**src/umc_pkg.sv**
```systemverilog
package umc_pkg;

  // Field widths of the input item and the result item.
  localparam int unsigned TS_W     = 48;
  localparam int unsigned DAY_W    = 5;
  localparam int unsigned MONTH_W  = 4;
  localparam int unsigned YEAR_W   = 14;
  localparam int unsigned HOUR_W   = 5;
  localparam int unsigned MINUTE_W = 6;
  localparam int unsigned SECOND_W = 6;
  localparam int unsigned MS_W     = 10;

  // First instant that no longer fits a four-digit year.
  localparam logic [TS_W-1:0] LIMIT_MS = 48'd253402300800000;

  // Day count comes from (ts >> 10) / 84375, since 86400000 = 1024 * 84375.
  localparam int unsigned       DAYS_W    = 22;
  localparam int unsigned       REM_W     = 17;
  localparam logic [REM_W-1:0]  DAY_DIV   = 17'd84375;

  // 38-bit dividend (19-bit halves) times 39-bit reciprocal (20/19-bit parts),
  // so each partial product stays small. Exact for every 48-bit timestamp.
  localparam int unsigned       DIV_STAGES = 5;
  localparam int unsigned       K_DAY      = 55;
  localparam logic [38:0]       RCP_DAY    = 39'(((64'd1 << K_DAY) / 64'd84375) + 64'd1);
  localparam logic [19:0]       RCP_DAY_HI = RCP_DAY[38:19];
  localparam logic [18:0]       RCP_DAY_LO = RCP_DAY[18:0];

  // Date pipeline constants.
  localparam int unsigned       Z_W           = 23;
  localparam int unsigned       ERA_W         = 6;
  localparam int unsigned       DOE_W         = 18;
  localparam int unsigned       YOE_W         = 9;
  localparam int unsigned       DOY_W         = 9;
  localparam int unsigned       MP_W          = 4;
  localparam logic [Z_W-1:0]    DAYS_TO_EPOCH = 23'd719468;
  localparam logic [Z_W-1:0]    ERA_DAYS      = 23'd146097;
  localparam logic [DOE_W-1:0]  ERA_LAST_DAY  = 18'd146096;

  // Reciprocals for division by a constant: q = (x * RCP) >> K, exact over
  // the operand range in use.
  localparam int unsigned      K_ERA    = 40;
  localparam logic [22:0]      RCP_ERA  = 23'(((64'd1 << K_ERA) / 64'd146097) + 64'd1);
  localparam int unsigned      K_1460   = 29;
  localparam logic [18:0]      RCP_1460 = 19'(((64'd1 << K_1460) / 64'd1460) + 64'd1);
  localparam int unsigned      K_36524  = 34;
  localparam logic [18:0]      RCP_36524 = 19'(((64'd1 << K_36524) / 64'd36524) + 64'd1);
  localparam int unsigned      K_365    = 27;
  localparam logic [18:0]      RCP_365  = 19'(((64'd1 << K_365) / 64'd365) + 64'd1);
  localparam int unsigned      K_100    = 16;
  localparam logic [9:0]       RCP_100  = 10'(((64'd1 << K_100) / 64'd100) + 64'd1);
  localparam int unsigned      K_153    = 19;
  localparam logic [11:0]      RCP_153  = 12'(((64'd1 << K_153) / 64'd153) + 64'd1);

  // Time of day constants.
  localparam int unsigned      SOD_W    = 17;
  localparam int unsigned      REMH_W   = 12;
  localparam int unsigned      K_125    = 31;
  localparam logic [24:0]      RCP_125  = 25'(((64'd1 << K_125) / 64'd125) + 64'd1);
  localparam int unsigned      K_3600   = 29;
  localparam logic [17:0]      RCP_3600 = 18'(((64'd1 << K_3600) / 64'd3600) + 64'd1);
  localparam int unsigned      K_60     = 20;
  localparam logic [14:0]      RCP_60   = 15'(((64'd1 << K_60) / 64'd60) + 64'd1);

  // Pipeline depths.
  localparam int unsigned DATE_STAGES  = 9;
  localparam int unsigned TOD_CORE     = 5;
  localparam int unsigned TOD_PAD      = DATE_STAGES - TOD_CORE;
  localparam int unsigned PIPE_LATENCY = DIV_STAGES + DATE_STAGES + 1;

  typedef struct packed {
    logic valid;
    logic oor;
  } umc_ctl_t;

  typedef struct packed {
    logic [DAY_W-1:0]   day;
    logic [MONTH_W-1:0] month;
    logic [YEAR_W-1:0]  year;
  } umc_date_t;

  typedef struct packed {
    logic [HOUR_W-1:0]   hour;
    logic [MINUTE_W-1:0] minute;
    logic [SECOND_W-1:0] second;
    logic [MS_W-1:0]     millisecond;
  } umc_tod_t;

  // Day of the March-based year on which month index mp begins.
  function automatic logic [DOY_W-1:0] month_start(input logic [MP_W-1:0] mp);
    logic [DOY_W-1:0] res;
    case (mp)
      4'd0:    res = 9'd0;
      4'd1:    res = 9'd31;
      4'd2:    res = 9'd61;
      4'd3:    res = 9'd92;
      4'd4:    res = 9'd122;
      4'd5:    res = 9'd153;
      4'd6:    res = 9'd184;
      4'd7:    res = 9'd214;
      4'd8:    res = 9'd245;
      4'd9:    res = 9'd275;
      4'd10:   res = 9'd306;
      4'd11:   res = 9'd337;
      default: res = 9'd0;
    endcase
    return res;
  endfunction

endpackage

```
**src/umc_day_div.sv**
```systemverilog
module umc_day_div
  import umc_pkg::*;
(
  input  logic              clk,
  input  logic              rst_n,
  input  logic              start,
  input  logic [TS_W-1:0]   ts,
  output umc_ctl_t          ctl,
  output logic [DAYS_W-1:0] days,
  output logic [REM_W-1:0]  rem,
  output logic [MS_W-1:0]   ms_lo
);

  logic            valid_r [DIV_STAGES];
  logic            oor_r   [DIV_STAGES];
  logic [MS_W-1:0] ms_lo_r [DIV_STAGES];

  always_ff @(posedge clk) begin
    if (!rst_n) begin
      for (int i = 0; i < DIV_STAGES; i++) begin
        valid_r[i] <= 1'b0;
      end
    end else begin
      valid_r[0] <= start;
      for (int i = 1; i < DIV_STAGES; i++) begin
        valid_r[i] <= valid_r[i-1];
      end
    end
  end

  always_ff @(posedge clk) begin
    oor_r[0]   <= (ts >= LIMIT_MS);
    ms_lo_r[0] <= ts[MS_W-1:0];
    for (int i = 1; i < DIV_STAGES; i++) begin
      oor_r[i]   <= oor_r[i-1];
      ms_lo_r[i] <= ms_lo_r[i-1];
    end
  end

  // Stage 0: the dividend is ts >> 10.
  logic [37:0] s0_x_r;
  always_ff @(posedge clk) begin
    s0_x_r <= ts[TS_W-1:MS_W];
  end

  // Stage 1: four partial products of the dividend and the reciprocal.
  logic [38:0]      s1_hh_r;
  logic [37:0]      s1_hl_r;
  logic [38:0]      s1_lh_r;
  logic [37:0]      s1_ll_r;
  logic [REM_W-1:0] s1_xlo_r;
  always_ff @(posedge clk) begin
    s1_hh_r  <= 39'(s0_x_r[37:19]) * 39'(RCP_DAY_HI);
    s1_hl_r  <= 38'(s0_x_r[37:19]) * 38'(RCP_DAY_LO);
    s1_lh_r  <= 39'(s0_x_r[18:0]) * 39'(RCP_DAY_HI);
    s1_ll_r  <= 38'(s0_x_r[18:0]) * 38'(RCP_DAY_LO);
    s1_xlo_r <= s0_x_r[REM_W-1:0];
  end

  // Stage 2: middle column; the low 19 bits of the low product never carry.
  logic [38:0]      s2_hh_r;
  logic [40:0]      s2_mid_r;
  logic [REM_W-1:0] s2_xlo_r;
  always_ff @(posedge clk) begin
    s2_hh_r  <= s1_hh_r;
    s2_mid_r <= 41'(s1_hl_r) + 41'(s1_lh_r) + 41'(s1_ll_r[37:19]);
    s2_xlo_r <= s1_xlo_r;
  end

  // Stage 3: day count is the product shifted right by 55 = 19 + 19 + 17.
  logic [39:0]       sum_hi;
  logic [DAYS_W-1:0] s3_q_r;
  logic [REM_W-1:0]  s3_xlo_r;
  assign sum_hi = 40'(s2_hh_r) + 40'(s2_mid_r[40:19]);
  always_ff @(posedge clk) begin
    s3_q_r   <= DAYS_W'(sum_hi >> 17);
    s3_xlo_r <= s2_xlo_r;
  end

  // Stage 4: the remainder is below 2^17, so the low bits alone give it.
  logic [DAYS_W-1:0] s4_q_r;
  logic [REM_W-1:0]  s4_rem_r;
  always_ff @(posedge clk) begin
    s4_q_r   <= s3_q_r;
    s4_rem_r <= s3_xlo_r - s3_q_r[REM_W-1:0] * DAY_DIV;
  end

  assign ctl.valid = valid_r[DIV_STAGES-1];
  assign ctl.oor   = oor_r[DIV_STAGES-1];
  assign days      = s4_q_r;
  assign rem       = s4_rem_r;
  assign ms_lo     = ms_lo_r[DIV_STAGES-1];

endmodule

```
**config.mk**
```make
export PLATFORM = sky130hd
export DESIGN_NAME = umc_day_div
export DESIGN_NICKNAME = d
export VERILOG_FILES = /design/src/umc_pkg.sv /design/src/umc_day_div.sv
export SDC_FILE = /design/constraint.sdc
export NUM_CORES = 2
export LEC_CHECK = 0
export BUFFER_PORTS_ARGS = -buffer_cell sky130_fd_sc_hd__buf_2
export CAP_MARGIN = 30
export CORE_MARGIN = 3
export CORE_UTILIZATION = 60
export CTS_CLUSTER_SIZE = 20
export DETAILED_ROUTE_END_ITERATION = 6
export PLACE_DENSITY_LB_ADDON = 0.08
export SLEW_MARGIN = 5
export SYNTH_ARGS = -nofsm -noshare
export SYNTH_HDL_FRONTEND = slang
export SYNTH_SLANG_ARGS = --single-unit
```
**constraint.sdc**
```tcl
create_clock -name clk -period 7.43 [get_ports clk]
set_input_delay 1.1145 -clock clk [delete_from_list [all_inputs] [get_ports clk]]
set_output_delay 1.1145 -clock clk [all_outputs]
set_load 0.01 [all_outputs]
```
==> results.yml <==
status:
  status: "complete, no violations"
die:
  fp.dieW_um: 260
  die_area_um2: 67800
  initial_core_util_pct: 61.1
  ios: 102
  coreArea_um2: 63500
  rows: 92
  fp.dieH_um: 260
yosys:
  syn_area_um2: 38800
  ys_warn_count: 0
  ys_seq_elements: 393
  syn_avg_cell_area_um2: 10.7
  syn_inst: 3646
  synthFlopType: "dfxtp_1"
  syn-num-nets: 4995
  yosysSeqAreaShare_pct: 20.3
  synth_edf_count: 0
  ys_async_sr_fraction_pct: 0
  yosysUniqueCellTypes: 76
placed_design:
  place_congestion: 0.979
  port_buffers: 101
  post-dp-hpwl_um: 82300
  placed_cell_area_um2: 40500
worst_hold_path:
  hp-class: "flip-flop to flip-flop"
  hp-start: "s1_xlo_r[15]"
  holdPathEnd: "s2_xlo_r[15]"
  whs_path_depth: 0
routing:
  dr_wl_met2_um: 40600
  drt_iter0_drc: 1384
  highest_layer: "met5"
  met1_length_um: 43400
  avgRoutedWirePerCell_um: 19.8
  dr.pass1.iters: 5
  wl_um: 92700
  via_per_inst: 5.32
  drtAntennaViolNets: 0
  vias: 24862
  post-route-drc-count: 0
  met3_length_um: 6640
timing:
  slew_headroom_pct: 38.1
  setup_violations: 0
  rsz0062_at_grt: "no"
  fin_setup_tns_ps: 0
  worstMarginPinSlew_ps: 927
  drv_slew: 0
  fmax_ghz: 0.149
  finalCritPeriodShare_pct: 90.6
  fin_skew_ps: 35.9
  post-route-min-period_ps: 6730
  finalHoldViolations: 0
clock_network:
  tritoncts: "done"
  cts.sinks: 393
  clkTransAtPathRegs_ps: 60
  insertion_delay_ps: 580
  post-cts-setup-buffers: 0
  cts_resized: 0
  cts-htree-levels: 2
  ctsRootBufferMaster: "clkbuf_16"
  ctsHoldBuffers: 0
  cts_buffers: 42
  clk_path_buf_depth: 3
global_routing:
  overflow: 0
  grt.total_usage_pct: 28.7
  grt_max_degree: 16
  grt_pass1_vias: 26617
  grt_pass1_wl_um: 149000
  antenna_found_initial: 6
cells_and_area:
  stdcell_area_um2: 41800
  seq_area_um2: 7870
  drive_above_1_share_pct: 6.01
  syn2layout_area_growth_pct: 7.74
  fill_cells: 5161
  multiInputGateArea_um2: 27200
  final_net_count: 5143
worst_setup_path:
  worstReg2RegEnd: "s1_lh_r[38]"
  reg2reg_setup_slack_ps: 700
  startpoint_type: "flip-flop"
  reg2reg_depth: 20
  required_ps: 7870
  r2r_start: "s0_x_r[9]"
  path_class: "flip-flop to flip-flop"
  critical_path_arrival_ps: 7170
  endpoint_kind: "flip-flop"
  path_max_fanout: 11
job:
  cap_violations: 0
-- metrics by stage --
stage	hold WS (ps)	setup slack [ps]	utilization, %	cells
CTS	310	763	65.8	4672
detailed placement	312	837	63.7	4595
global placement	310	918	63.7	4595
finish	310	701	65.8	4676
global route	308	372	65.8	4673
floorplan	310	1480	-	3646
-- flip-flops by register name, indices dropped and copies added, names as in the netlist --
name,cells
oor_r,5
days,22
s0_x_r,38
valid_r,5
s1_hh_r,39
s1_xlo_r,17
s3_xlo_r,17
rem,17
s1_lh_r,37
s3_q_r,22
s1_hl_r,32
s2_mid_r,21
ms_lo_r,50
s1_ll_r,15
s2_hh_r,39
s2_xlo_r,17
-- area by class of cell --
| cell class | instances | area share, % |
|---|---|---|
| flip-flops and latches | 393 | 18.8 |
| repair buffers | 126 | 1.65 |
| clock inverters | 21 | 0.481 |
| clock buffers | 56 | 2.81 |
| well taps | 846 | 2.53 |
| multi-input cells | 2264 | 65.0 |
| inverters | 967 | 8.68 |
| diodes | 3 | 0.0179 |
-- worst max-delay path by stage --
| stage | startpoint | endpoint | slack [ps] | cells after the start |
|---|---|---|---|---|
| 6_report | s0_x_r[9] | s1_lh_r[38] | 700 | 20 |
| 5_1_grt | s0_x_r[27] | s1_hh_r[38] | 370 | 20 |
| 4_1_cts | s0_x_r[9] | s1_lh_r[38] | 760 | 20 |
| 3_5_place_dp | s0_x_r[30] | s1_hh_r[38] | 840 | 20 |
| 3_3_place_gp | s0_x_r[9] | s1_lh_r[38] | 920 | 20 |
| 2_1_floorplan | s0_x_r[8] | s1_lh_r[38] | 1480 | 20 |
-- cells by family (layout without fill, tap and decap cells) --
group	after synthesis	count (layout)	share of synthesized area [%]
fa+ha+maj	1298	1298	54.0
buf+inv	989	1170	9.67
compound gates	426	426	7.42
flops	393	393	20.3
simple gates	359	359	4.60
xor+xnor	179	179	4.04
mux	2	2	0.0516
other cells	0	3	0
-- per-layer routing --
metal,global-route usage [%],vias up
li1,-,11769
met1,42.2,12375
met2,43.8,597
met3,6.52,115
met4,5.93,6
met5,0,-
-- critical path: stages (launching register included) --
cell and delay (ps):
dfxtp_1 750, fa_1 390, inv_1 120, fa_1 530
fa_1 520, inv_1 70, fa_1 460, fa_1 530
inv_1 50, fa_1 480, inv_1 50, ha_1 340
a21o_1 180, a21o_1 170, a21oi_1 180, o21ai_1 130
a2111oi_4 510, o2111ai_2 300, a211oi_2 440, o21ai_2 130
a211o_1 260
-- cells in the mapped netlist, types with 5 or more instances --
| library cell | count | area (um^2) |
|---|---|---|
| a211o_1 | 10 | 87.6 |
| a211oi_1 | 15 | 113 |
| a21o_1 | 74 | 556 |
| a21oi_1 | 129 | 646 |
| a31oi_1 | 15 | 93.8 |
| and2_1 | 14 | 87.6 |
| and3_1 | 17 | 106 |
| and4_1 | 7 | 61.3 |
| buf_4 | 12 | 90.1 |
| clkbuf_1 | 9 | 33.8 |
| dfxtp_1 | 393 | 7870 |
| fa_1 | 628 | 12600 |
| ha_1 | 670 | 8380 |
| inv_1 | 967 | 3630 |
| nand2_1 | 74 | 278 |
| nand2b_1 | 15 | 93.8 |
| nand3_1 | 39 | 195 |
| nand4_1 | 24 | 150 |
| nor2_1 | 85 | 319 |
| nor2b_1 | 13 | 81.3 |
| nor3_1 | 33 | 165 |
| nor4_1 | 5 | 31.3 |
| o211ai_1 | 11 | 82.6 |
| o21a_1 | 15 | 113 |
| o21ai_0 | 60 | 300 |
| o21ai_1 | 8 | 40.0 |
| o21bai_1 | 18 | 135 |
| o311ai_0 | 5 | 43.8 |
| o31ai_1 | 6 | 45.0 |
| or2_2 | 15 | 93.8 |
| or3_1 | 8 | 50.1 |
| xnor2_1 | 124 | 1090 |
| xor2_1 | 55 | 482 |
-- layout by cell type, fill, tap and decap left out, drive strengths merged, types with 14 or more instances in the layout --
cell	instances
nand2b	15
nor3	33
fa	628
o21ai	69
inv	973
o21bai	18
a21o	75
a211oi	16
xor2	55
xnor2	124
a31oi	15
ha	670
or2	17
and3	17
nor2	85
clkbuf	56
a21oi	131
buf	126
nand2	74
o21a	15
nand4	24
dfxtp	393
and2	14
nand3	39
Power is not shown: default switching activity piles up to over one toggle a cycle in this logic, so the estimate is an artifact.
