==> src/umc_pkg.sv <==
package umc_pkg;

  // Field widths of the input item and the result item.
  localparam int unsigned TS_W     = 48;
  localparam int unsigned DAY_W    = 5;
  localparam int unsigned MONTH_W  = 4;
  localparam int unsigned YEAR_W   = 14;
  localparam int unsigned HOUR_W   = 5;
  localparam int unsigned MINUTE_W = 6;
  localparam int unsigned SECOND_W = 6;
  localparam int unsigned MS_W     = 10;

  // First instant that no longer fits a four-digit year.
  localparam logic [TS_W-1:0] LIMIT_MS = 48'd253402300800000;

  // Day count comes from (ts >> 10) / 84375, since 86400000 = 1024 * 84375.
  localparam int unsigned       DAYS_W    = 22;
  localparam int unsigned       REM_W     = 17;
  localparam logic [REM_W-1:0]  DAY_DIV   = 17'd84375;

  // 38-bit dividend (19-bit halves) times 39-bit reciprocal (20/19-bit parts),
  // so each partial product stays small. Exact for every 48-bit timestamp.
  localparam int unsigned       DIV_STAGES = 5;
  localparam int unsigned       K_DAY      = 55;
  localparam logic [38:0]       RCP_DAY    = 39'(((64'd1 << K_DAY) / 64'd84375) + 64'd1);
  localparam logic [19:0]       RCP_DAY_HI = RCP_DAY[38:19];
  localparam logic [18:0]       RCP_DAY_LO = RCP_DAY[18:0];

  // Date pipeline constants.
  localparam int unsigned       Z_W           = 23;
  localparam int unsigned       ERA_W         = 6;
  localparam int unsigned       DOE_W         = 18;
  localparam int unsigned       YOE_W         = 9;
  localparam int unsigned       DOY_W         = 9;
  localparam int unsigned       MP_W          = 4;
  localparam logic [Z_W-1:0]    DAYS_TO_EPOCH = 23'd719468;
  localparam logic [Z_W-1:0]    ERA_DAYS      = 23'd146097;
  localparam logic [DOE_W-1:0]  ERA_LAST_DAY  = 18'd146096;

  // Reciprocals for division by a constant: q = (x * RCP) >> K, exact over
  // the operand range in use.
  localparam int unsigned      K_ERA    = 40;
  localparam logic [22:0]      RCP_ERA  = 23'(((64'd1 << K_ERA) / 64'd146097) + 64'd1);
  localparam int unsigned      K_1460   = 29;
  localparam logic [18:0]      RCP_1460 = 19'(((64'd1 << K_1460) / 64'd1460) + 64'd1);
  localparam int unsigned      K_36524  = 34;
  localparam logic [18:0]      RCP_36524 = 19'(((64'd1 << K_36524) / 64'd36524) + 64'd1);
  localparam int unsigned      K_365    = 27;
  localparam logic [18:0]      RCP_365  = 19'(((64'd1 << K_365) / 64'd365) + 64'd1);
  localparam int unsigned      K_100    = 16;
  localparam logic [9:0]       RCP_100  = 10'(((64'd1 << K_100) / 64'd100) + 64'd1);
  localparam int unsigned      K_153    = 19;
  localparam logic [11:0]      RCP_153  = 12'(((64'd1 << K_153) / 64'd153) + 64'd1);

  // Time of day constants.
  localparam int unsigned      SOD_W    = 17;
  localparam int unsigned      REMH_W   = 12;
  localparam int unsigned      K_125    = 31;
  localparam logic [24:0]      RCP_125  = 25'(((64'd1 << K_125) / 64'd125) + 64'd1);
  localparam int unsigned      K_3600   = 29;
  localparam logic [17:0]      RCP_3600 = 18'(((64'd1 << K_3600) / 64'd3600) + 64'd1);
  localparam int unsigned      K_60     = 20;
  localparam logic [14:0]      RCP_60   = 15'(((64'd1 << K_60) / 64'd60) + 64'd1);

  // Pipeline depths.
  localparam int unsigned DATE_STAGES  = 9;
  localparam int unsigned TOD_CORE     = 5;
  localparam int unsigned TOD_PAD      = DATE_STAGES - TOD_CORE;
  localparam int unsigned PIPE_LATENCY = DIV_STAGES + DATE_STAGES + 1;

  typedef struct packed {
    logic valid;
    logic oor;
  } umc_ctl_t;

  typedef struct packed {
    logic [DAY_W-1:0]   day;
    logic [MONTH_W-1:0] month;
    logic [YEAR_W-1:0]  year;
  } umc_date_t;

  typedef struct packed {
    logic [HOUR_W-1:0]   hour;
    logic [MINUTE_W-1:0] minute;
    logic [SECOND_W-1:0] second;
    logic [MS_W-1:0]     millisecond;
  } umc_tod_t;

  // Day of the March-based year on which month index mp begins.
  function automatic logic [DOY_W-1:0] month_start(input logic [MP_W-1:0] mp);
    logic [DOY_W-1:0] res;
    case (mp)
      4'd0:    res = 9'd0;
      4'd1:    res = 9'd31;
      4'd2:    res = 9'd61;
      4'd3:    res = 9'd92;
      4'd4:    res = 9'd122;
      4'd5:    res = 9'd153;
      4'd6:    res = 9'd184;
      4'd7:    res = 9'd214;
      4'd8:    res = 9'd245;
      4'd9:    res = 9'd275;
      4'd10:   res = 9'd306;
      4'd11:   res = 9'd337;
      default: res = 9'd0;
    endcase
    return res;
  endfunction

endpackage

==> src/umc_date.sv <==
module umc_date
  import umc_pkg::*;
(
  input  logic              clk,
  input  logic              rst_n,
  input  umc_ctl_t          ctl_in,
  input  logic [DAYS_W-1:0] days,
  output umc_ctl_t          ctl_out,
  output umc_date_t         date
);

  umc_ctl_t ctl_r [DATE_STAGES];

  always_ff @(posedge clk) begin
    if (!rst_n) begin
      for (int i = 0; i < DATE_STAGES; i++) begin
        ctl_r[i] <= '0;
      end
    end else begin
      ctl_r[0] <= ctl_in;
      for (int i = 1; i < DATE_STAGES; i++) begin
        ctl_r[i] <= ctl_r[i-1];
      end
    end
  end

  // Stage 1: shift the day count to start on 0000-03-01.
  logic [Z_W-1:0] s1_z_r;
  always_ff @(posedge clk) begin
    s1_z_r <= Z_W'(days) + DAYS_TO_EPOCH;
  end

  // Stage 2: 400-year era.
  logic [45:0]      era_prod;
  logic [Z_W-1:0]   s2_z_r;
  logic [ERA_W-1:0] s2_era_r;
  assign era_prod = 46'(s1_z_r) * 46'(RCP_ERA);
  always_ff @(posedge clk) begin
    s2_z_r   <= s1_z_r;
    s2_era_r <= era_prod[K_ERA +: ERA_W];
  end

  // Stage 3: day of era.
  logic [Z_W-1:0]   era_base;
  logic [DOE_W-1:0] s3_doe_r;
  logic [ERA_W-1:0] s3_era_r;
  assign era_base = Z_W'(s2_era_r) * ERA_DAYS;
  always_ff @(posedge clk) begin
    s3_doe_r <= DOE_W'(s2_z_r - era_base);
    s3_era_r <= s2_era_r;
  end

  // Stage 4: remove the leap days so that a plain divide by 365 gives the year.
  logic [36:0]      q1460_prod;
  logic [36:0]      q36524_prod;
  logic [DOE_W-1:0] q1460;
  logic [DOE_W-1:0] q36524;
  logic [DOE_W-1:0] s4_adj_r;
  logic [DOE_W-1:0] s4_doe_r;
  logic [ERA_W-1:0] s4_era_r;
  assign q1460_prod  = 37'(s3_doe_r) * 37'(RCP_1460);
  assign q36524_prod = 37'(s3_doe_r) * 37'(RCP_36524);
  assign q1460       = DOE_W'(q1460_prod >> K_1460);
  assign q36524      = DOE_W'(q36524_prod >> K_36524);
  always_ff @(posedge clk) begin
    s4_adj_r <= s3_doe_r - q1460 + q36524
                - DOE_W'(s3_doe_r == ERA_LAST_DAY);
    s4_doe_r <= s3_doe_r;
    s4_era_r <= s3_era_r;
  end

  // Stage 5: year of era.
  logic [36:0]      yoe_prod;
  logic [YOE_W-1:0] s5_yoe_r;
  logic [DOE_W-1:0] s5_doe_r;
  logic [ERA_W-1:0] s5_era_r;
  assign yoe_prod = 37'(s4_adj_r) * 37'(RCP_365);
  always_ff @(posedge clk) begin
    s5_yoe_r <= YOE_W'(yoe_prod >> K_365);
    s5_doe_r <= s4_doe_r;
    s5_era_r <= s4_era_r;
  end

  // Stage 6: days before this year of the era, less the century correction.
  logic [18:0]      c100_prod;
  logic [YOE_W-1:0] s6_c100_r;
  logic [DOE_W-1:0] s6_ydays_r;
  logic [YOE_W-1:0] s6_yoe_r;
  logic [DOE_W-1:0] s6_doe_r;
  logic [ERA_W-1:0] s6_era_r;
  assign c100_prod = 19'(s5_yoe_r) * 19'(RCP_100);
  always_ff @(posedge clk) begin
    s6_c100_r  <= YOE_W'(c100_prod >> K_100);
    s6_ydays_r <= DOE_W'(s5_yoe_r) * DOE_W'(365) + DOE_W'(s5_yoe_r >> 2);
    s6_yoe_r   <= s5_yoe_r;
    s6_doe_r   <= s5_doe_r;
    s6_era_r   <= s5_era_r;
  end

  // Stage 7: day of the March-based year.
  logic [DOY_W-1:0] s7_doy_r;
  logic [YOE_W-1:0] s7_yoe_r;
  logic [ERA_W-1:0] s7_era_r;
  always_ff @(posedge clk) begin
    s7_doy_r <= DOY_W'(s6_doe_r - s6_ydays_r + DOE_W'(s6_c100_r));
    s7_yoe_r <= s6_yoe_r;
    s7_era_r <= s6_era_r;
  end

  // Stage 8: month index counted from March.
  logic [11:0]      mp_num;
  logic [22:0]      mp_prod;
  logic [MP_W-1:0]  s8_mp_r;
  logic [DOY_W-1:0] s8_doy_r;
  logic [YOE_W-1:0] s8_yoe_r;
  logic [ERA_W-1:0] s8_era_r;
  assign mp_num  = 12'(s7_doy_r) * 12'd5 + 12'd2;
  assign mp_prod = 23'(mp_num) * 23'(RCP_153);
  always_ff @(posedge clk) begin
    s8_mp_r  <= MP_W'(mp_prod >> K_153);
    s8_doy_r <= s7_doy_r;
    s8_yoe_r <= s7_yoe_r;
    s8_era_r <= s7_era_r;
  end

  // Stage 9: calendar fields; January and February belong to the next year.
  logic [MONTH_W-1:0] mon;
  umc_date_t          date_r;
  assign mon = (s8_mp_r < 4'd10) ? MONTH_W'(s8_mp_r + 4'd3) : MONTH_W'(s8_mp_r - 4'd9);
  always_ff @(posedge clk) begin
    date_r.day   <= DAY_W'(s8_doy_r - month_start(s8_mp_r) + 9'd1);
    date_r.month <= mon;
    date_r.year  <= YEAR_W'(s8_yoe_r) + YEAR_W'(s8_era_r) * YEAR_W'(400)
                    + YEAR_W'(mon <= 4'd2);
  end

  assign ctl_out = ctl_r[DATE_STAGES-1];
  assign date    = date_r;

endmodule

==> config.mk <==
export PLATFORM = sky130hd
export DESIGN_NAME = umc_date
export DESIGN_NICKNAME = d
export VERILOG_FILES = /design/src/umc_pkg.sv /design/src/umc_date.sv
export SDC_FILE = /design/constraint.sdc
export NUM_CORES = 2
export LEC_CHECK = 0
export ABC_CLOCK_PERIOD_IN_PS = 10600
export BUFFER_PORTS_ARGS = -buffer_cell sky130_fd_sc_hd__buf_2
export CORE_ASPECT_RATIO = 1.75
export CORE_MARGIN = 10
export CORE_UTILIZATION = 35
export CTS_CLUSTER_DIAMETER = 40
export DETAILED_ROUTE_END_ITERATION = 10
export HOLD_SLACK_MARGIN = 0.12
export SLEW_MARGIN = 40
export SYNTH_ARGS = -nofsm -noshare
export SYNTH_HDL_FRONTEND = slang
export SYNTH_SLANG_ARGS = --single-unit
==> constraint.sdc <==
create_clock -name clk -period 10.6 [get_ports clk]
set_input_delay 1.06 -clock clk [delete_from_list [all_inputs] [get_ports clk]]
set_output_delay 1.06 -clock clk [all_outputs]
set_load 0.02 [all_outputs]
==> impl_metrics.csv <==
group,metric,value,unit
floorplan,core_region_area,0.1047,mm^2
drt,ant_nets,0,
clock_tree,clock_latency,580,ps
yosys,synth.yosys.warnings,0,
clock_tree,cts.repair_timing.setup_buffer_count,0,
clock_tree,numClockSinks,258,
floorplan,die_height,450.0,um
worst_hold_path,hold_path.class,"register to register",
yosys,syn-instance-count,3409,
clock_tree,tritoncts,"done",
yosys,synth_cell_type_count,64,
drt,detail_route.drc_violations,0,
grt,grt_max_degree,19,
placement,place_ws,1517,ps
grt,grt_antenna_before_repair,4,
setup_path,worst_r2r_startpoint,"s3_doe_r[6]",
sta,timing_max_transition_violations_final,0,
clock_tree,cts.clk_slew.worst_paths,50,ps
floorplan,rows,157,
grt,gr-total-overflow,0,
clock_tree,htree_levels,2,
drt,routed_wirelength,86470,um
placement,portBuffers,50,
sta,setup_tns,0,ps
drt,dr_total_vias,23160,
clock_tree,cts_max_path_buffers,3,
worst_hold_path,hold-path-endpoint,"s5_doe_r[8]",
yosys,ys_ff_latch,258,
layout,area_growth_syn_to_layout,10.26,%
placement,dp.final_hpwl,77240,um
drt,post_drt_wl_per_cell,17.61,um
grt,grt_first_pass_wirelength,140800,um
sta,setup_ws,1464,ps
yosys,postSynthAreaPerCell,10.85,um^2
setup_path,critical_path_class,"register to register",
floorplan,floorplan.die_area,0.1196,mm^2
floorplan,start_util,0.3533,
layout,layout-drive-gt1-share,0.04667,
setup_path,length_in_cells_of_the_worst_reg_to_reg_path,27,
setup_path,worst_path_required,11060,ps
drt,drt-initial-drc-count,661,
yosys,ys.flop_type,"sky130_fd_sc_hd__dfxtp_1",
setup_path,r2r_end,"s4_adj_r[16]",
clock_tree,holdBufCountCts,0,
yosys,synth-seq-area-share,0.1396,
sta,min_period_over_period,0.8619,
setup_path,setup.reg_to_reg.worst_slack,1460,ps
sta,clock_skew,9.984,ps
worst_hold_path,holdPathStages,0,
clock_tree,number_of_resized_instances_in_the_post_cts_repair_step,0,
sta,report.final.setup_viol,0,
yosys,synth_top_area_cell,"sky130_fd_sc_hd__fa_1",
layout,nets,5070,
grt,first_global_vias,26660,
run_status,status,"completed",
sta,hold_violations,0,
layout,layout_common_cells,"919 x sky130_fd_sc_hd__ha_1, 873 x sky130_fd_sc_hd__inv_1, 606 x sky130_fd_sc_hd__fa_1",
yosys,synth_nets,4960,
grt,grt_usage,0.1509,
setup_path,timing.critical_path.to_type,"register",
worst_hold_path,hp-start,"s4_doe_r[8]",
sta,worst_pin_slew,885.9,ps
yosys,synthArstFlopShare,0,
yosys,synth_top_cells_by_area,"sky130_fd_sc_hd__fa_1 33%, sky130_fd_sc_hd__ha_1 31%, sky130_fd_sc_hd__dfxtp_1 14%, sky130_fd_sc_hd__inv_1 8.9%, sky130_fd_sc_hd__xnor2_1 2.7%",
floorplan,ios,51,
yosys,synth_enable_flop_cells,0,
job,cap_viol_max_count,0,
drt,first_pass_iters,4,
setup_path,worstPathMaxFanout,13,
sta,rsz_0062_raised_after_global_routing,"no",
layout,final_common_cell,"sky130_fd_sc_hd__ha_1",
yosys,total_standard_cell_area_after_synthesis,0.03699,mm^2
setup_path,setup.worst_path.start_class,"register",
placement,place_congestion,0.9369,
sta,minimum_clock_period_after_layout,9136,ps
yosys,yosysTopAreaCellShare,0.3280,
clock_tree,cts_root_buf,"sky130_fd_sc_hd__clkbuf_16",
sta,maxClockFrequency,109.5,MHz
clock_tree,numCtsBuffers,49,
setup_path,worstPathArrival,9600,ps
floorplan,die_width,265.7,um
sta,slew_headroom,0.4086,
drt,routed_via_density,4.718,
==> registers in the layout (all words and copies together) (netlist names), 9 cells and up, named ones only <==
signal / count
s4_doe_r: 9
s4_adj_r: 18
s6_yoe_r: 9
s1_z_r: 23
s5_doe_r: 9
s3_doe_r: 18
s7_doy_r: 9
s5_yoe_r: 9
s8_yoe_r: 9
s7_yoe_r: 9
s6_doe_r: 9
ctl_r: 18
s6_ydays_r: 9
date: 23
s2_z_r: 18
==> routing by layer <==
metal  global-route usage  wire length (um)  vias to the layer above
met5                    0                 0                        -
met4              0.09289              6439                        0
met3              0.01739              2066                      221
met2               0.3053             49670                      355
met1               0.1385             28300                    11510
li1                     -                 -                    11070
==> per-stage QoR <==
| step | hold slack [ps] | area (um^2) | instances | utilization |
|---|---|---|---|---|
| global placement | 309.9 | 39010 | 4819 | 0.3725 |
| global route | 322.2 | 40780 | 4908 | 0.3895 |
| floorplan | 309.6 | 36990 | 3409 | - |
| detailed placement | 312.1 | 39020 | 4819 | 0.3727 |
| CTS | 321.4 | 40780 | 4908 | 0.3895 |
| finish | 318.1 | 40780 | 4909 | 0.3895 |
==> worst max-delay path, cell delays in order (launching register included) <==
cell and delay, ps:
sky130_fd_sc_hd__dfxtp_1 770, sky130_fd_sc_hd__inv_1 440, sky130_fd_sc_hd__ha_1 450, sky130_fd_sc_hd__fa_1 520
sky130_fd_sc_hd__fa_1 530, sky130_fd_sc_hd__inv_1 50, sky130_fd_sc_hd__fa_1 470, sky130_fd_sc_hd__inv_1 50
sky130_fd_sc_hd__fa_1 550, sky130_fd_sc_hd__inv_1 60, sky130_fd_sc_hd__fa_1 490, sky130_fd_sc_hd__ha_1 330
sky130_fd_sc_hd__nand4_1 80, sky130_fd_sc_hd__or4b_2 660, sky130_fd_sc_hd__a21oi_1 330, sky130_fd_sc_hd__o41ai_4 210
sky130_fd_sc_hd__and4b_1 240, sky130_fd_sc_hd__a311oi_1 380, sky130_fd_sc_hd__fa_1 540, sky130_fd_sc_hd__fa_1 490
sky130_fd_sc_hd__nor2b_1 110, sky130_fd_sc_hd__o21ai_0 90, sky130_fd_sc_hd__a21boi_0 170, sky130_fd_sc_hd__o21ai_0 160
sky130_fd_sc_hd__a311o_1 370, sky130_fd_sc_hd__a31oi_1 250, sky130_fd_sc_hd__nand3_1 110, sky130_fd_sc_hd__o311ai_0 100
==> worst max path at each step <==
stage          slack [ps]    startpoint  depth (start not counted)      endpoint
2_1_floorplan        2590   s3_doe_r[7]                         28  s4_adj_r[16]
3_3_place_gp         1500   s3_doe_r[6]                         29  s4_adj_r[16]
3_5_place_dp         1520   s3_doe_r[6]                         27  s4_adj_r[16]
4_1_cts              1510   s3_doe_r[6]                         27  s4_adj_r[16]
5_1_grt              1020  s3_doe_r[16]                         34  s4_adj_r[16]
6_report             1460   s3_doe_r[6]                         27  s4_adj_r[16]
==> cell families (layout without fill, tap and decap cells) <==
logic type	after synthesis	after routing	synth area share
flip-flops	258	258	0.1396
AND/OR/NAND/NOR	282	282	0.03934
multiplexers	5	5	0.001522
other	0	1	0
adder cells (fa/ha/maj)	1525	1525	0.6389
buffers and inverters	876	1024	0.08910
AO/OA/AOI/OAI	306	306	0.05433
XOR/XNOR	157	157	0.03718
==> layout make-up <==
type,instances,area [um^2]
fillers,10230,63920
inverters,873,3277
multi-input cells,2275,28540
flip-flops and latches,258,5165
clock buffers,55,1299
diodes,1,2.502
clock inverters,34,464.2
repair buffers,62,340.3
well taps,1351,1690
==> cells in the mapped netlist (10+ instances only) <==
cell type,count
sky130_fd_sc_hd__nor2_1,64
sky130_fd_sc_hd__nand2_1,40
sky130_fd_sc_hd__a21oi_1,85
sky130_fd_sc_hd__or3_1,10
sky130_fd_sc_hd__a31oi_1,14
sky130_fd_sc_hd__nor3_1,32
sky130_fd_sc_hd__nand2b_1,12
sky130_fd_sc_hd__o21a_1,11
sky130_fd_sc_hd__and2_1,25
sky130_fd_sc_hd__nor2b_1,11
sky130_fd_sc_hd__dfxtp_1,258
sky130_fd_sc_hd__a21o_1,59
sky130_fd_sc_hd__nand4_1,14
sky130_fd_sc_hd__nand3_1,32
sky130_fd_sc_hd__inv_1,873
sky130_fd_sc_hd__xnor2_1,115
sky130_fd_sc_hd__ha_1,919
sky130_fd_sc_hd__o21bai_1,13
sky130_fd_sc_hd__fa_1,606
sky130_fd_sc_hd__o21ai_0,52
sky130_fd_sc_hd__and3_1,19
sky130_fd_sc_hd__a211oi_1,13
sky130_fd_sc_hd__xor2_1,42
Power is left out: the tool's default activity adds up to more than one toggle a clock period on the data nets, which glitch-free logic cannot reach.
