## config.mk

```make
export PLATFORM = sky130hd
export DESIGN_NAME = umc_tod
export DESIGN_NICKNAME = d
export VERILOG_FILES = /design/src/umc_pkg.sv /design/src/umc_tod.sv
export SDC_FILE = /design/constraint.sdc
export NUM_CORES = 1
export LEC_CHECK = 0
export BUFFER_PORTS_ARGS = -buffer_cell sky130_fd_sc_hd__buf_4
export CAP_MARGIN = 10
export CORE_ASPECT_RATIO = 1.2
export CORE_UTILIZATION = 53
export DETAILED_ROUTE_END_ITERATION = 8
export GPL_TIMING_DRIVEN = 0
export PLACE_DENSITY = 0.69
export SYNTH_ARGS = -nofsm -noshare
export SYNTH_HDL_FRONTEND = slang
export SYNTH_SLANG_ARGS = --single-unit
```

## constraint.sdc

```tcl
create_clock -name clk -period 6.3 [get_ports clk]
set_input_delay 0 -clock clk [delete_from_list [all_inputs] [get_ports clk]]
set_output_delay 0 -clock clk [all_outputs]
set_load 0.03 [all_outputs]
```

## src/umc_pkg.sv

```systemverilog
package umc_pkg;

  // Field widths of the input item and the result item.
  localparam int unsigned TS_W     = 48;
  localparam int unsigned DAY_W    = 5;
  localparam int unsigned MONTH_W  = 4;
  localparam int unsigned YEAR_W   = 14;
  localparam int unsigned HOUR_W   = 5;
  localparam int unsigned MINUTE_W = 6;
  localparam int unsigned SECOND_W = 6;
  localparam int unsigned MS_W     = 10;

  // First instant that no longer fits a four-digit year.
  localparam logic [TS_W-1:0] LIMIT_MS = 48'd253402300800000;

  // Day count comes from (ts >> 10) / 84375, since 86400000 = 1024 * 84375.
  localparam int unsigned       DAYS_W    = 22;
  localparam int unsigned       REM_W     = 17;
  localparam logic [REM_W-1:0]  DAY_DIV   = 17'd84375;

  // 38-bit dividend (19-bit halves) times 39-bit reciprocal (20/19-bit parts),
  // so each partial product stays small. Exact for every 48-bit timestamp.
  localparam int unsigned       DIV_STAGES = 5;
  localparam int unsigned       K_DAY      = 55;
  localparam logic [38:0]       RCP_DAY    = 39'(((64'd1 << K_DAY) / 64'd84375) + 64'd1);
  localparam logic [19:0]       RCP_DAY_HI = RCP_DAY[38:19];
  localparam logic [18:0]       RCP_DAY_LO = RCP_DAY[18:0];

  // Date pipeline constants.
  localparam int unsigned       Z_W           = 23;
  localparam int unsigned       ERA_W         = 6;
  localparam int unsigned       DOE_W         = 18;
  localparam int unsigned       YOE_W         = 9;
  localparam int unsigned       DOY_W         = 9;
  localparam int unsigned       MP_W          = 4;
  localparam logic [Z_W-1:0]    DAYS_TO_EPOCH = 23'd719468;
  localparam logic [Z_W-1:0]    ERA_DAYS      = 23'd146097;
  localparam logic [DOE_W-1:0]  ERA_LAST_DAY  = 18'd146096;

  // Reciprocals for division by a constant: q = (x * RCP) >> K, exact over
  // the operand range in use.
  localparam int unsigned      K_ERA    = 40;
  localparam logic [22:0]      RCP_ERA  = 23'(((64'd1 << K_ERA) / 64'd146097) + 64'd1);
  localparam int unsigned      K_1460   = 29;
  localparam logic [18:0]      RCP_1460 = 19'(((64'd1 << K_1460) / 64'd1460) + 64'd1);
  localparam int unsigned      K_36524  = 34;
  localparam logic [18:0]      RCP_36524 = 19'(((64'd1 << K_36524) / 64'd36524) + 64'd1);
  localparam int unsigned      K_365    = 27;
  localparam logic [18:0]      RCP_365  = 19'(((64'd1 << K_365) / 64'd365) + 64'd1);
  localparam int unsigned      K_100    = 16;
  localparam logic [9:0]       RCP_100  = 10'(((64'd1 << K_100) / 64'd100) + 64'd1);
  localparam int unsigned      K_153    = 19;
  localparam logic [11:0]      RCP_153  = 12'(((64'd1 << K_153) / 64'd153) + 64'd1);

  // Time of day constants.
  localparam int unsigned      SOD_W    = 17;
  localparam int unsigned      REMH_W   = 12;
  localparam int unsigned      K_125    = 31;
  localparam logic [24:0]      RCP_125  = 25'(((64'd1 << K_125) / 64'd125) + 64'd1);
  localparam int unsigned      K_3600   = 29;
  localparam logic [17:0]      RCP_3600 = 18'(((64'd1 << K_3600) / 64'd3600) + 64'd1);
  localparam int unsigned      K_60     = 20;
  localparam logic [14:0]      RCP_60   = 15'(((64'd1 << K_60) / 64'd60) + 64'd1);

  // Pipeline depths.
  localparam int unsigned DATE_STAGES  = 9;
  localparam int unsigned TOD_CORE     = 5;
  localparam int unsigned TOD_PAD      = DATE_STAGES - TOD_CORE;
  localparam int unsigned PIPE_LATENCY = DIV_STAGES + DATE_STAGES + 1;

  typedef struct packed {
    logic valid;
    logic oor;
  } umc_ctl_t;

  typedef struct packed {
    logic [DAY_W-1:0]   day;
    logic [MONTH_W-1:0] month;
    logic [YEAR_W-1:0]  year;
  } umc_date_t;

  typedef struct packed {
    logic [HOUR_W-1:0]   hour;
    logic [MINUTE_W-1:0] minute;
    logic [SECOND_W-1:0] second;
    logic [MS_W-1:0]     millisecond;
  } umc_tod_t;

  // Day of the March-based year on which month index mp begins.
  function automatic logic [DOY_W-1:0] month_start(input logic [MP_W-1:0] mp);
    logic [DOY_W-1:0] res;
    case (mp)
      4'd0:    res = 9'd0;
      4'd1:    res = 9'd31;
      4'd2:    res = 9'd61;
      4'd3:    res = 9'd92;
      4'd4:    res = 9'd122;
      4'd5:    res = 9'd153;
      4'd6:    res = 9'd184;
      4'd7:    res = 9'd214;
      4'd8:    res = 9'd245;
      4'd9:    res = 9'd275;
      4'd10:   res = 9'd306;
      4'd11:   res = 9'd337;
      default: res = 9'd0;
    endcase
    return res;
  endfunction

endpackage

```

## src/umc_tod.sv

```systemverilog
module umc_tod
  import umc_pkg::*;
(
  input  logic             clk,
  input  logic [REM_W-1:0] rem,
  input  logic [MS_W-1:0]  ms_lo,
  output umc_tod_t         tod
);

  // Stage 1: seconds of day. The millisecond of day is {rem, ms_lo}, so its
  // eighth is {rem, ms_lo[9:3]}, and that divided by 125 is the second count.
  logic [23:0]      eighth;
  logic [48:0]      sod_prod;
  logic [SOD_W-1:0] s1_sod_r;
  logic [MS_W-1:0]  s1_ms_lo_r;
  assign eighth   = {rem, ms_lo[MS_W-1:3]};
  assign sod_prod = 49'(eighth) * 49'(RCP_125);
  always_ff @(posedge clk) begin
    s1_sod_r   <= SOD_W'(sod_prod >> K_125);
    s1_ms_lo_r <= ms_lo;
  end

  // Stage 2: millisecond remainder and hour.
  logic [MS_W-1:0]   sec_ms;
  logic [34:0]       hour_prod;
  logic [SOD_W-1:0]  s2_sod_r;
  logic [MS_W-1:0]   s2_ms_r;
  logic [HOUR_W-1:0] s2_hour_r;
  assign sec_ms    = MS_W'(s1_sod_r * SOD_W'(1000));
  assign hour_prod = 35'(s1_sod_r) * 35'(RCP_3600);
  always_ff @(posedge clk) begin
    s2_sod_r  <= s1_sod_r;
    s2_ms_r   <= s1_ms_lo_r - sec_ms;
    s2_hour_r <= HOUR_W'(hour_prod >> K_3600);
  end

  // Stage 3: seconds within the hour.
  logic [REMH_W-1:0] s3_remh_r;
  logic [MS_W-1:0]   s3_ms_r;
  logic [HOUR_W-1:0] s3_hour_r;
  always_ff @(posedge clk) begin
    s3_remh_r <= REMH_W'(s2_sod_r - SOD_W'(s2_hour_r) * SOD_W'(3600));
    s3_ms_r   <= s2_ms_r;
    s3_hour_r <= s2_hour_r;
  end

  // Stage 4: minute.
  logic [26:0]         min_prod;
  logic [REMH_W-1:0]   s4_remh_r;
  logic [MINUTE_W-1:0] s4_min_r;
  logic [MS_W-1:0]     s4_ms_r;
  logic [HOUR_W-1:0]   s4_hour_r;
  assign min_prod = 27'(s3_remh_r) * 27'(RCP_60);
  always_ff @(posedge clk) begin
    s4_remh_r <= s3_remh_r;
    s4_min_r  <= MINUTE_W'(min_prod >> K_60);
    s4_ms_r   <= s3_ms_r;
    s4_hour_r <= s3_hour_r;
  end

  // Stage 5: second, then a delay line to line up with the date pipeline.
  umc_tod_t pad_r [TOD_PAD+1];
  always_ff @(posedge clk) begin
    pad_r[0].hour        <= s4_hour_r;
    pad_r[0].minute      <= s4_min_r;
    pad_r[0].second      <= SECOND_W'(s4_remh_r - REMH_W'(s4_min_r) * REMH_W'(60));
    pad_r[0].millisecond <= s4_ms_r;
    for (int i = 1; i <= TOD_PAD; i++) begin
      pad_r[i] <= pad_r[i-1];
    end
  end

  assign tod = pad_r[TOD_PAD];

endmodule

```

==> flow_summary.toml, run 1 <==
[status]
status = "complete, no violations"

[synth]
yosysUniqueCellTypes = 49
yosysWarnings = 0
avgSynthCellArea_um2 = 11.1
synth_edf_count = 0
syn-instance-count = 1840
ys.flop_type = "dfxtp_1"
synth_area_mm2 = 0.0203
synthArstFlopShare_pct = 0
synth_seq_cells = 243
synth_seq_area_share_pct = 23.9
syn_nets = 2624

[placed_design]
dp_hpwl_mm = 29.5
port_buffers = 54
gp_congestion = 0.860

[worst_setup_path]
start_kind = "input pin"
worstPathMaxFanout = 10
crit_start = "rem[15]"
cp.required_ps = 6690
worstReg2RegStart = "s1_sod_r[9]"
reg2regPathDepth = 21
r2r_slack_ps = 600
cp.arrival_ps = 6380
cp-end-kind = "flop"
crit_type = "in -> reg"
crit_end = "s1_sod_r[16]"
r2r-end = "s2_hour_r[4]"

[routing]
dr.first_iter.drc_count = 312
routed_wl_mm = 35.3
vias = 12100
vias_per_cell = 4.98
avgRoutedWirePerCell_um = 14.5
drc = 0
antenna_left = 0
dr.pass1.iters = 4

[clock_network]
path_clk_slew_ps = 60
root_buffer = "clkbuf_16"
cts-buffers-inserted = 22
clk_latency_ps = 510
tritoncts = "yes"
h-tree-depth = 1
cts.sinks = 243
cts.path.max_buffers = 3

[die]
die_area_mm2 = 0.0392
initial_core_util_pct = 53.9
core_area_mm2 = 0.0378
row_count = 78
die_h_um = 217
die_x_um = 181
ioPinCount = 55

[global_routing]
gr-total-overflow = 0
grt_pass1_wl_mm = 61.4
antenna_found_initial = 0
globalRouteTotalUtil_pct = 19.5
grt_max_degree = 18
grt_pass1_vias = 13400

[sta]
relSlewSlack_pct = 56.5
finalSetupTns_ps = 0
worst_clock_skew_ps = 13.2
maxSlewViolCount = 0
rsz0062_at_grt = "false"
clock.fmax_mhz = 167
setup_viol_count_final = 0
hold_viol = 0
fin_crit_sh_pct = 95.0
worst_slew_pin_slew_ps = 648
period_needed_ps = 5990

[layout]
diodes = 0
final_core_util_pct = 58.9
nets = 2716
fill_cells = 3127
drive_above_1_share_pct = 5.60
area_growth_pct = 9.28

[job]
maxCapViolCount = 0

[hold_path]
hold_path_class = "in -> reg"
registers in the layout, summed over array words and instances, names as in the netlist:
register	count
s4_min_r	6
s4_ms_r	10
pad_r	135
s2_sod_r	12
s1_ms_lo_r	10
s3_hour_r	5
s3_remh_r	12
s1_sod_r	17
s4_hour_r	5
s2_ms_r	10
s4_remh_r	6
s2_hour_r	5
s3_ms_r	10
critical path, stage by stage:
cell	delay, ps
dlygate4sd3_1	530
buf_4	210
inv_1	60
ha_1	420
fa_1	570
inv_1	40
ha_1	260
inv_1	50
fa_1	490
inv_1	50
fa_1	470
fa_1	550
inv_1	60
fa_1	530
inv_1	40
ha_1	320
a31o_2	260
a211oi_1	320
nor4_2	90
buf_4	170
a41oi_2	240
a21oi_2	140
a211oi_2	260
o21bai_1	130
xnor2_1	130
synthesized netlist by cell type, drive strengths merged (4+ instances only):
cell type | n | area share [%]
inv | 546 | 10
ha | 491 | 30
o21bai | 4 | 0.15
xor2 | 17 | 0.73
and2 | 4 | 0.12
o21ai | 22 | 0.54
nand4 | 6 | 0.18
nor2 | 17 | 0.31
fa | 265 | 26
o2111ai | 4 | 0.17
xnor2 | 42 | 1.8
a21o | 26 | 0.97
nand2b | 10 | 0.31
nand2 | 22 | 0.41
a211oi | 11 | 0.50
a211o | 4 | 0.17
nor2b | 7 | 0.22
a21oi | 39 | 1.0
nor3 | 7 | 0.17
dfxtp | 243 | 24
nand3 | 11 | 0.27
a31oi | 6 | 0.18
worst min path at each step:
stage	slack, ps	startpoint	depth (start not counted)	endpoint
2_1_floorplan	30	ms_lo[0]	0	s1_ms_lo_r[0]
3_3_place_gp	110	ms_lo[0]	1	s1_ms_lo_r[0]
3_5_place_dp	110	ms_lo[0]	1	s1_ms_lo_r[0]
4_1_cts	120	ms_lo[0]	2	s1_ms_lo_r[0]
5_1_grt	130	ms_lo[0]	2	s1_ms_lo_r[0]
6_report	140	ms_lo[0]	2	s1_ms_lo_r[0]
cell usage in the layout, fill, tap and decap left out, types with 6 or more instances in the layout:
master         Yosys  layout
inv_1            546     546
ha_1             491     491
fa_1             265     265
dfxtp_1          243     243
buf_4              0      56
xnor2_1           42      42
a21oi_1           37      37
a21o_1            25      25
nand2_1           22      22
clkbuf_16          0      22
o21ai_0           20      20
nor2_1            17      17
xor2_1            17      17
dlygate4sd3_1      0      12
nand3_1           11      10
nand2b_1          10      10
a211oi_1           7       7
nor3_1             7       7
nor2b_1            7       7
nand4_1            6       6
a31oi_1            6       6
through the flow:
stage	hold slack [ps]	setup WS (ps)	instance area, µm²	std cells
global placement	109	244	21300	2374
CTS	122	194	22200	2426
detailed placement	109	200	21300	2374
finish	143	314	22200	2428
global route	127	16.3	22200	2428
floorplan	27.7	899	20300	1840
layer usage:
| metal | routed length [µm] | GRT usage [%] | share of wire, % | up-vias |
|---|---|---|---|---|
| li1 | - | - | - | 5932 |
| met1 | 14800 | 22.6 | 42 | 5953 |
| met2 | 18600 | 37.5 | 53 | 146 |
| met3 | 952 | 1.98 | 2.7 | 56 |
| met4 | 896 | 5.67 | 2.5 | 0 |
| met5 | 0 | 0 | 0 | - |
area by class of cell:
cell class                 count  area, µm²  area share, %
clock inverter                11        125          0.563
inverter                     546       2050           9.22
multi-input combinational   1051      13400           60.4
timing repair buffer          68        541           2.43
tap                          480        601           2.70
sequential                   243       4860           21.9
clock buffer                  29        617           2.77
kinds of logic after synthesis:
family	synth area share [%]
AND/OR/NAND/NOR	2.47
XOR/XNOR	2.54
flip-flops	23.9
AO/OA/AOI/OAI	4.72
buffers and inverters	10.1
adder cells (fa/ha/maj)	56.3
timing repair:
item                                    4_1_cts  5_1_grt
resized for setup                             0        1
buffers inserted                              0        2
hold buffers                                 12        0
hold endpoints to repair                     12        0
endpoints found under the setup margin        0        4
Power of run 1 is left out: the tool's default activity adds up to more than one toggle a clock period on the data nets, which glitch-free logic cannot reach.
==> run 2: changes to the inputs <==
--- a/config.mk
+++ b/config.mk
@@ -8,10 +8,10 @@
 export BUFFER_PORTS_ARGS = -buffer_cell sky130_fd_sc_hd__buf_4
 export CAP_MARGIN = 10
 export CORE_ASPECT_RATIO = 1.2
-export CORE_UTILIZATION = 53
+export CORE_UTILIZATION = 55
 export DETAILED_ROUTE_END_ITERATION = 8
 export GPL_TIMING_DRIVEN = 0
-export PLACE_DENSITY = 0.69
+export PLACE_DENSITY = 0.72
 export SYNTH_ARGS = -nofsm -noshare
 export SYNTH_HDL_FRONTEND = slang
 export SYNTH_SLANG_ARGS = --single-unit
==> run 2 against run 1 <==
Effect of this change: critical path depth is the same; register-to-register slack worse by 70 ps; non-clock buffer count decreased by 2; worst hold slack worse by 120 ps; fmax decreased by 0.76%; sequential share of layout area barely moved; core utilization is 2.6 points higher; design area is 0.14% lower; first-iteration DRC count up 28%; global-route usage grew 0.65 points; die area down 3.6%; clock-buffer cell count did not move; critical path type unchanged; critical endpoint is now s1_sod_r[14].
==> flow_summary.toml, run 2 (synthesis gave the netlist of run 1 again) <==
[worst_setup_path]
cp-end-kind = "flop"
crit_type = "in -> reg"
cp.arrival_ps = 6430
slowest_delay_ps = 580
cp.required_ps = 6690
crit_top_cell = "inv_1"
start_kind = "input pin"
slowest_stage = "fa_1"
worstPathMaxFanout = 10

[sta]
clock.fmax_mhz = 166
fin_crit_sh_pct = 95.7
rsz0062_at_grt = "false"
setup_viol_count_final = 0
worst_slew_pin_slew_ps = 624
hold_viol = 0
maxSlewViolCount = 0
relSlewSlack_pct = 58.3
worst_clock_skew_ps = 15.3
finalSetupTns_ps = 0
hold_slack_ps = 18.9
period_needed_ps = 6030

[layout]
reg_top3 = "pad_r: 135 flops, s1_sod_r: 17 flops"
max_flop_register = "pad_r"
diodes = 0
nets = 2714
layout_commonest_cell = "inv_1"
largest_reg_flops = 135
stdcell_count = 2410
drive_above_1_share_pct = 5.30
area_growth_pct = 9.13
layout_common_cells = "inv_1, ha_1, fa_1"

[global_routing]
globalRouteTotalUtil_pct = 20.2
grt_max_degree = 16
grt_pass1_wl_mm = 60.2
grt_pass1_vias = 12900
antenna_found_initial = 0
gr-total-overflow = 0

[routing]
antenna_left = 0
drc = 0
routed_wl_mm = 35.1
avgRoutedWirePerCell_um = 14.6
vias = 12000
dr.first_iter.drc_count = 399
vias_per_cell = 4.98
dr.pass1.iters = 4

[clock_network]
tritoncts = "yes"
cts-buffers-inserted = 22
cts.path.max_buffers = 3
clk_latency_ps = 510
h-tree-depth = 1
path_clk_slew_ps = 60
root_buffer = "clkbuf_16"
cts_resized = 0
cts.sinks = 243

[die]
row_count = 76
ioPinCount = 55
die_h_um = 213
die_x_um = 178
core_area_mm2 = 0.0361
initial_core_util_pct = 56.3
die_area_mm2 = 0.0378

[status]
status = "complete, no violations"

[job]
maxCapViolCount = 0

[placed_design]
port_buffers = 54
gp_congestion = 0.865
dp.cells = 2362
dp_hpwl_mm = 29.0

[hold_path]
hold_path_class = "in -> reg"
-- run 2: cell types whose count changed in the layout (fill, tap and decap cells not counted), sizes merged --
cell,delta
bufinv,+2
dlygate4sd3,-1
buf,-1
clkinv,-5
clkinvlp,-1
-- run 2: what timing repair did --
| action | CTS | global route |
|---|---|---|
| setup buffers | 0 | 1 |
| endpoints found under the hold margin | 11 | 0 |
| setup endpoints to repair | 0 | 1 |
| hold buffers | 11 | 0 |
-- run 2: area by class of cell --
cell class	instances	area, µm²
Clock inverter	7	131
Inverter	546	2050
Sequential cell	243	4860
Timing Repair Buffer	66	523
Multi-Input combinational cell	1051	13400
Tap cell	468	586
Clock buffer	29	617
Fill cell	2947	13900
-- run 2: stage by stage --
step,worst slack (ps),area (µm²),utilization [%]
after floorplan,899,20300,-
after CTS,223,22200,61.4
after detailed placement,158,21300,59.0
after global routing,9.00,22200,61.4
after global placement,266,21300,59.0
final,268,22200,61.4
-- run 2: worst paths after layout --
check / start / endpoint / slack, ps / cells past startpoint
setup / recovery: rem[15] / s1_sod_r[14] / 270 / 25
hold / removal: rem[16] / s1_sod_r[16] / 20 / 3
setup reg to reg: s1_sod_r[9] / s2_hour_r[4] / 530 / 21
hold reg to reg: pad_r[1][11] / pad_r[2][11] / 320 / 0
-- run 2: per-layer routing --
metal / up-vias / track usage [%] / share of wire (%) / wire [µm]
met5: - / 0 / 0 / 0
met4: 0 / 5.25 / 1.8 / 619
met3: 42 / 1.98 / 3.8 / 1350
met2: 159 / 37.3 / 53 / 18500
met1: 5873 / 24.9 / 42 / 14600
li1: 5931 / - / - / -
-- run 2: critical path: cells and delay by family --
family                     cells  cell delay, ps
adders and majority gates      8            3520
buffers and inverters          8            1080
and+or+nand+nor                2             340
AOI/OAI and AO/OA              6            1330
xor gates and xnor gates       1             150
Power of run 2 is left out for the same reason.
